===== src/hdl/mlbw_pkg.sv =====
// Shared types and constants for the multi-limb by word divider.
// Used by mlbw_ctrl, mlbw_dp and multi_limb_by_word_divider_top; depends on nothing.
package mlbw_pkg;

  localparam int LIMB_WIDTH = 64;
  localparam int CNT_W      = $clog2(LIMB_WIDTH);
  localparam logic [CNT_W-1:0] CNT_LAST = CNT_W'(LIMB_WIDTH - 1);

  // Start modes of a limb
  localparam logic [1:0] MODE_ZERO = 2'd0;  // divisor zero: no division
  localparam logic [1:0] MODE_PRE  = 2'd1;  // reduce running remainder first
  localparam logic [1:0] MODE_DIV  = 2'd2;  // divide straight away

  typedef struct packed {
    logic [63:0] dividend_limb;
    logic        is_last;
  } in_item_t;

  typedef struct packed {
    logic [63:0] quotient_limb;
    logic [63:0] remainder;
    logic        last_out;
  } out_item_t;

  typedef struct packed {
    logic       load;         // take the input transaction
    logic [1:0] mode;
    logic       step;         // one restoring subtract step
    logic       switch_limb;  // reduction done, shift in the limb next
    logic       deliver;      // load the output register
  } dp_cmd_t;

  typedef struct packed {
    logic d_zero;     // masked divisor is zero
    logic hi_ge_d;    // running remainder not below divisor
    logic out_free;   // output register can take a result this cycle
  } dp_stat_t;

endpackage


===== src/hdl/mlbw_dp.sv =====
// Datapath of the divider: divisor register, running remainder, shift-in
// register, quotient register and output register. Depends on mlbw_pkg.
module mlbw_dp import mlbw_pkg::*; (
  input  logic      clk,
  input  logic      rst_n,
  input  logic      cfg_wr_en,
  input  logic [63:0] cfg_wr_data,
  input  in_item_t  in_data,
  input  dp_cmd_t   cmd,
  output dp_stat_t  stat,
  output logic      out_valid,
  input  logic      out_stall,
  output out_item_t out_data
);

  logic [63:0]           divisor_r;
  logic [LIMB_WIDTH-1:0] rem_r, rem_nxt;
  logic [LIMB_WIDTH-1:0] sh_r, sh_nxt;
  logic [LIMB_WIDTH-1:0] limb_r, limb_nxt;
  logic [LIMB_WIDTH-1:0] q_r, q_nxt;
  logic                  last_r, last_nxt;
  logic                  out_valid_r, out_valid_nxt;
  out_item_t             out_r, out_nxt;

  logic [LIMB_WIDTH-1:0] d;
  logic [LIMB_WIDTH:0]   trial;
  logic                  take;

  assign d = divisor_r[LIMB_WIDTH-1:0];

  assign stat.d_zero   = (d == '0);
  assign stat.hi_ge_d  = (rem_r >= d);
  assign stat.out_free = !out_valid_r || !out_stall;

  // shifted remainder with next bit; carry out sits in the top bit
  assign trial = {rem_r, sh_r[LIMB_WIDTH-1]};
  assign take  = (trial >= {1'b0, d});

  always_comb begin
    rem_nxt       = rem_r;
    sh_nxt        = sh_r;
    limb_nxt      = limb_r;
    q_nxt         = q_r;
    last_nxt      = last_r;
    out_valid_nxt = out_valid_r;
    out_nxt       = out_r;

    if (out_valid_r && !out_stall) begin
      out_valid_nxt = 1'b0;
    end

    if (cmd.load) begin
      limb_nxt = in_data.dividend_limb[LIMB_WIDTH-1:0];
      last_nxt = in_data.is_last;
      q_nxt    = '0;
      case (cmd.mode)
        MODE_ZERO: begin
          rem_nxt = '0;
        end
        MODE_PRE: begin
          sh_nxt  = rem_r;
          rem_nxt = '0;
        end
        MODE_DIV: begin
          sh_nxt = in_data.dividend_limb[LIMB_WIDTH-1:0];
        end
        default: begin
          rem_nxt = '0;
        end
      endcase
    end

    if (cmd.step) begin
      rem_nxt = take ? LIMB_WIDTH'(trial - {1'b0, d}) : trial[LIMB_WIDTH-1:0];
      q_nxt   = {q_r[LIMB_WIDTH-2:0], take};
      sh_nxt  = cmd.switch_limb ? limb_r : {sh_r[LIMB_WIDTH-2:0], 1'b0};
    end

    if (cmd.deliver) begin
      out_valid_nxt         = 1'b1;
      out_nxt.quotient_limb = 64'(q_r);
      out_nxt.remainder     = last_r ? 64'(rem_r) : 64'd0;
      out_nxt.last_out      = last_r;
      // drop the running remainder at the end of a number
      if (last_r) begin
        rem_nxt = '0;
      end
    end
  end

  always_ff @(posedge clk) begin
    if (!rst_n) begin
      divisor_r   <= 64'd1;
      rem_r       <= '0;
      out_valid_r <= 1'b0;
    end else begin
      if (cfg_wr_en) begin
        divisor_r <= cfg_wr_data;
      end
      rem_r       <= rem_nxt;
      out_valid_r <= out_valid_nxt;
    end
  end

  always_ff @(posedge clk) begin
    sh_r   <= sh_nxt;
    limb_r <= limb_nxt;
    q_r    <= q_nxt;
    last_r <= last_nxt;
    out_r  <= out_nxt;
  end

  assign out_valid = out_valid_r;
  assign out_data  = out_r;

endmodule


===== src/hdl/mlbw_ctrl.sv =====
// Controller of the divider: sequences load, reduction, division and delivery.
// Depends on mlbw_pkg; drives mlbw_dp through dp_cmd_t.
module mlbw_ctrl import mlbw_pkg::*; (
  input  logic     clk,
  input  logic     rst_n,
  input  logic     in_valid,
  output logic     in_stall,
  input  dp_stat_t stat,
  output dp_cmd_t  cmd
);

  localparam logic [1:0] ST_IDLE = 2'd0;
  localparam logic [1:0] ST_PRE  = 2'd1;
  localparam logic [1:0] ST_DIV  = 2'd2;
  localparam logic [1:0] ST_DONE = 2'd3;

  logic [1:0]       state_r, state_nxt;
  logic [CNT_W-1:0] cnt_r, cnt_nxt;
  logic             accept;

  assign in_stall = (state_r != ST_IDLE);
  assign accept   = in_valid && !in_stall;

  always_comb begin
    state_nxt       = state_r;
    cnt_nxt         = cnt_r;
    cmd             = '0;
    cmd.mode        = MODE_DIV;

    case (state_r)
      ST_IDLE: begin
        if (accept) begin
          cmd.load = 1'b1;
          cnt_nxt  = CNT_LAST;
          if (stat.d_zero) begin
            cmd.mode  = MODE_ZERO;
            state_nxt = ST_DONE;
          end else if (stat.hi_ge_d) begin
            cmd.mode  = MODE_PRE;
            state_nxt = ST_PRE;
          end else begin
            cmd.mode  = MODE_DIV;
            state_nxt = ST_DIV;
          end
        end
      end
      ST_PRE: begin
        cmd.step = 1'b1;
        if (cnt_r == '0) begin
          // old remainder reduced; now shift in the limb
          cmd.switch_limb = 1'b1;
          cnt_nxt         = CNT_LAST;
          state_nxt       = ST_DIV;
        end else begin
          cnt_nxt = cnt_r - 1'b1;
        end
      end
      ST_DIV: begin
        cmd.step = 1'b1;
        if (cnt_r == '0) begin
          state_nxt = ST_DONE;
        end else begin
          cnt_nxt = cnt_r - 1'b1;
        end
      end
      ST_DONE: begin
        // hold until the output register is free
        if (stat.out_free) begin
          cmd.deliver = 1'b1;
          state_nxt   = ST_IDLE;
        end
      end
      default: begin
        state_nxt = ST_IDLE;
      end
    endcase
  end

  always_ff @(posedge clk) begin
    if (!rst_n) begin
      state_r <= ST_IDLE;
      cnt_r   <= '0;
    end else begin
      state_r <= state_nxt;
      cnt_r   <= cnt_nxt;
    end
  end

  a_zero_to_done: assert property (@(posedge clk) disable iff (!rst_n)
    (accept && stat.d_zero) |=> (state_r == ST_DONE))
    else $error("zero divisor did not skip the division");

  a_pre_to_div: assert property (@(posedge clk) disable iff (!rst_n)
    (state_r == ST_PRE && cnt_r == '0) |=> (state_r == ST_DIV && cnt_r == CNT_LAST))
    else $error("reduction pass did not hand over to division");

  a_div_stays: assert property (@(posedge clk) disable iff (!rst_n)
    (state_r == ST_DIV) |=> (state_r == ST_DIV || state_r == ST_DONE))
    else $error("division left early");

  a_deliver_idle: assert property (@(posedge clk) disable iff (!rst_n)
    cmd.deliver |=> (state_r == ST_IDLE && !in_stall))
    else $error("controller not idle after delivery");

endmodule


===== src/hdl/multi_limb_by_word_divider_top.sv =====
// Top level of the multi-limb by word divider.
// Instantiates mlbw_ctrl and mlbw_dp; depends on mlbw_pkg.
//
// Divides a number streamed as 64-bit limbs, most significant first, by the
// divisor in the configuration register (reset 1); each limb transaction
// gives one quotient limb, and the transaction marked last also gives the
// final remainder and clears the running remainder. A limb passes from
// acceptance to the result register through a load step, the
// one-bit-per-cycle restoring subtract loop and a delivery step. If the
// divisor was changed in the middle of a number and the running remainder is
// not below it, a further pass of the same loop reduces it first. A zero
// divisor gives zero fields and skips the loop. The next limb
// is accepted once the result is in the output register, even while it
// waits there; write the divisor only while no limb is in progress.
module multi_limb_by_word_divider_top import mlbw_pkg::*; (
  input  logic        clk,
  input  logic        rst_n,
  input  logic        cfg_wr_en,
  input  logic [63:0] cfg_wr_data,
  input  logic        in_valid,
  output logic        in_stall,
  input  in_item_t    in_data,
  output logic        out_valid,
  input  logic        out_stall,
  output out_item_t   out_data
);

  dp_cmd_t  cmd;
  dp_stat_t stat;

  mlbw_ctrl u_ctrl (
    .clk      (clk),
    .rst_n    (rst_n),
    .in_valid (in_valid),
    .in_stall (in_stall),
    .stat     (stat),
    .cmd      (cmd)
  );

  mlbw_dp u_dp (
    .clk         (clk),
    .rst_n       (rst_n),
    .cfg_wr_en   (cfg_wr_en),
    .cfg_wr_data (cfg_wr_data),
    .in_data     (in_data),
    .cmd         (cmd),
    .stat        (stat),
    .out_valid   (out_valid),
    .out_stall   (out_stall),
    .out_data    (out_data)
  );

endmodule


===== config.mk =====
export PLATFORM = sky130hd
export DESIGN_NAME = multi_limb_by_word_divider_top
export DESIGN_NICKNAME = d
export VERILOG_FILES = /design/src/hdl/mlbw_pkg.sv /design/src/hdl/mlbw_dp.sv /design/src/hdl/mlbw_ctrl.sv /design/src/hdl/multi_limb_by_word_divider_top.sv
export SDC_FILE = /design/constraint.sdc
export NUM_CORES = 1
export LEC_CHECK = 0
export BUFFER_PORTS_ARGS = -buffer_cell sky130_fd_sc_hd__clkbuf_2
export CELL_PAD_IN_SITES_DETAIL_PLACEMENT = 1
export CELL_PAD_IN_SITES_GLOBAL_PLACEMENT = 1
export CORE_ASPECT_RATIO = 0.5
export CORE_MARGIN = 8
export CORE_UTILIZATION = 40
export CTS_CLUSTER_DIAMETER = 50
export DETAILED_ROUTE_END_ITERATION = 12
export PLACE_DENSITY_LB_ADDON = 0.1
export SLEW_MARGIN = 20
export SYNTH_ARGS = -nofsm -noshare
export SYNTH_HDL_FRONTEND = slang
export SYNTH_SLANG_ARGS = --single-unit
export TNS_END_PERCENT = 20

===== constraint.sdc =====
create_clock -name clk -period 27.5 [get_ports clk]
set_input_delay 1.375 -clock clk [delete_from_list [all_inputs] [get_ports clk]]
set_output_delay 1.375 -clock clk [all_outputs]
set_load 0.01 [all_outputs]

==> results.md <==
- Status: finished, final reports clean
- Core ar.: 57600 um^2
- Routed vias: 17900
- Final GP Congestion: 0.891
- Die footprint: 67100 um^2
- # port buffers: 264
- Leakage: 10.9 nW
- Post-Syn Nets: 2505
- Crit path max-delay family: simple AND/OR/NAND/NOR gates
- RSZ-0062 raised after global routing: no
- Highest Clock Rate: 0.209 GHz
- Synth top area share: 0.412
- Site Rows: 62
- Post-Syn Area per Cell: 10.5 um^2
- Relative slew slack: 0.248
- Cell Area, Synth: 23500 um^2
- DRT Pass-1 Iters: 5
- Post-route worst setup slack: 22720 ps
- Initial antenna violation count: 0
- Routed Antenna Nets: 0
- Crit path launch type: register
- Critical path class: register to register
- Total Wirelength: 72.3 mm
- CTS root buf: clkbuf_16
- Netlist cell types: 68
- Depth of the CTS H-tree: 2
- Num Clock Sinks: 459
- Overall die width: 359 um
- Clock skew: 13.8 ps
- Most used cell, CP: nor4_1
- Total power per unit cell area: 114 nW/um^2
- Gr usage total: 0.210
- Seq pwr share: 0.369
- Register area share after synthesis: 0.529
- Final Cycle Share: 0.174
- Logic gate share of total power: 0.428
- Final setup violation count: 0
- Maximum vdd drop: 0.0654 mV
- Initial Utilization: 0.407
- DP Wirelength: 52.3 mm
- Worst path slowest cell: nor4_1
- Initial drt markers: 1085
- Share of power burned in the clock network: 0.203
- Resize count post-CTS: 0
- Yosys Warn Count: 0
- Io pins: 265
- Kind of end point of the critical path: register
- Internal power: 0.00181 W
- Layout cell share with drive strength beyond 1: 0.151
- Clock buffer depth: 3
- Residual DRC count: 0
- Async set-reset flop share out of synthesis: 0
- Synth Instances: 2237
- Post-synth top flop: edfxtp_1
- Largest net degree at the start of global routing: 118
- TritonCTS clock tree: built
- Largest cells by area after synthesis: edfxtp_1, dfxtp_1, ha_1
- Worst-Skew Late Latency: 590 ps
- Worst Hold Class: register to register
- EDFF count, synth: 322
- Via/cell ratio: 5.52
- Maxcap violations: 0
- Max Slew Vio Count: 0
- Yosys top cell by area: edfxtp_1
- Leading cell types in the layout, fill and taps excluded: edfxtp_1, clkbuf_2, nand2_1
- Switching power total: 0.00125 W
- Fin nets: 2710
- Critical path fanouts, max: 85
- Tmin final: 4790 ps
- First-pass GRT wire length: 111 mm
- Seq cells post-synth: 459
- CP bufs+invs: 2
- Commonest non-fill, non-tap cell in the layout: edfxtp_1
- GRT Residual Overflow: 0
- Area delta synth->final: 14.6%
- Dpl ws: 22710 ps
- Least-Margin Pin Slew: 1120 ps
- CP peak stage delay: 900 ps
- Hold_buf cts: 0
- Post CTS Setup Buffer Count: 0
- WP data arrival: 5060 ps
- Final Hold Viols: 0
- Sw frac: 0.409
- Number of global-route vias before repair: 18500
- Worst Path Required: 27770 ps
- Worst-path clk slew: 70 ps
- Critical path cell sequence: nor4_1, nand4_1, nor4_1, nor4_1, a21oi_4, buf_4, buf_4, nor2b_1, a211oi_1, a31oi_1
- Die Height: 187 um
- Setup TNS: 0 ps
- CTS Buf Count: 45
- Diode count: 0
- DR WL/cell: 22.3 um
-- logic make-up (layout without fill, tap and decap cells) --
kind of cell,after synthesis,after routing,share of synthesized area
simple gates,759,759,0.159
compound gates,524,524,0.145
flops,459,459,0.529
buf+inv,218,460,0.0364
fa+ha+maj,134,134,0.0718
mux,86,86,0.0368
xor+xnor,57,57,0.0213
-- sequential cells by signal, summed over array words and instances, names as in the netlist --
signal,count
u_dp.d,64
u_dp.q_r,64
u_dp.sh_r,64
u_ctrl.cnt_r,6
u_dp.out_data,129
u_ctrl.state_r,2
u_dp.last_r,1
u_dp.limb_r,64
u_dp.rem_r,64
u_dp.out_valid,1
-- through the flow --
| stage | hold slack, ps | cell area [um^2] | power [W] | util | std cells |
|---|---|---|---|---|---|
| CTS | 441 | 26900 | 0.00307 | 0.466 | 3247 |
| floorplan | 400 | 23500 | 0.00203 | - | 2237 |
| global placement | 407 | 25400 | 0.00241 | 0.441 | 3163 |
| global route | 453 | 26900 | 0.00327 | 0.467 | 3247 |
| detailed placement | 427 | 25400 | 0.00244 | 0.441 | 3163 |
| finish | 435 | 26900 | 0.00306 | 0.467 | 3247 |
-- worst register-to-register path, delay by kind of cell, from the launching register on --
family,cells,cell delay [ps]
buf+inv,2,1220
simple gates,5,2360
flops,1,330
compound gates,3,580
-- cell type report --
| class | count | area (um^2) |
|---|---|---|
| fillers | 6390 | 30700 |
| clock inverters | 22 | 210 |
| well taps | 768 | 961 |
| multi-input cells | 1560 | 10300 |
| inverters | 93 | 349 |
| clock buffers | 62 | 1230 |
| flip-flops and latches | 459 | 12400 |
| repair buffers | 283 | 1470 |
-- final timing paths --
| path | from | to | slack, ps | cells past startpoint |
|---|---|---|---|---|
| worst max-delay path | u_dp.d[19] | u_dp.sh_r[6] | 22720 | 10 |
| worst min-delay path | u_dp.q_r[63] | u_dp.out_data[128] | 430 | 0 |
| worst max register to register | u_dp.d[19] | u_dp.sh_r[6] | 22720 | 10 |
| worst min register to register | u_dp.q_r[63] | u_dp.out_data[128] | 430 | 0 |
-- layer usage --
metal  vias up  part of all wire  global-route usage  wire length, um
met5         -                 0                   0                0
met4         0             0.028              0.0574             2050
met3       110             0.045              0.0355             3230
met2       340              0.47               0.349            33800
met1      8871              0.46               0.282            33300
li1       8593                 -                   -                -
-- Yosys cell counts (all sizes together), types with 31 or more instances --
| library cell | number |
|---|---|
| a211oi | 77 |
| a21o | 45 |
| a21oi | 113 |
| a31oi | 80 |
| and2 | 136 |
| buf | 31 |
| clkbuf | 94 |
| dfxtp | 137 |
| edfxtp | 322 |
| ha | 133 |
| inv | 93 |
| mux2i | 84 |
| nand2 | 251 |
| nand4 | 36 |
| nor2 | 143 |
| nor2b | 74 |
| o21ai | 101 |
| xnor2 | 32 |
-- power by group through the flow --
stage | Sequential [W] | Combinational (W) | Clock (W)
global route | 0.00115 | 0.00145 | 0.000664
floorplan | 0.00110 | 0.000934 | 0
detailed placement | 0.00115 | 0.00129 | 0
CTS | 0.00113 | 0.00130 | 0.000637
global placement | 0.00114 | 0.00127 | 0
finish | 0.00113 | 0.00131 | 0.000619
(Power assumes the default switching activity.)
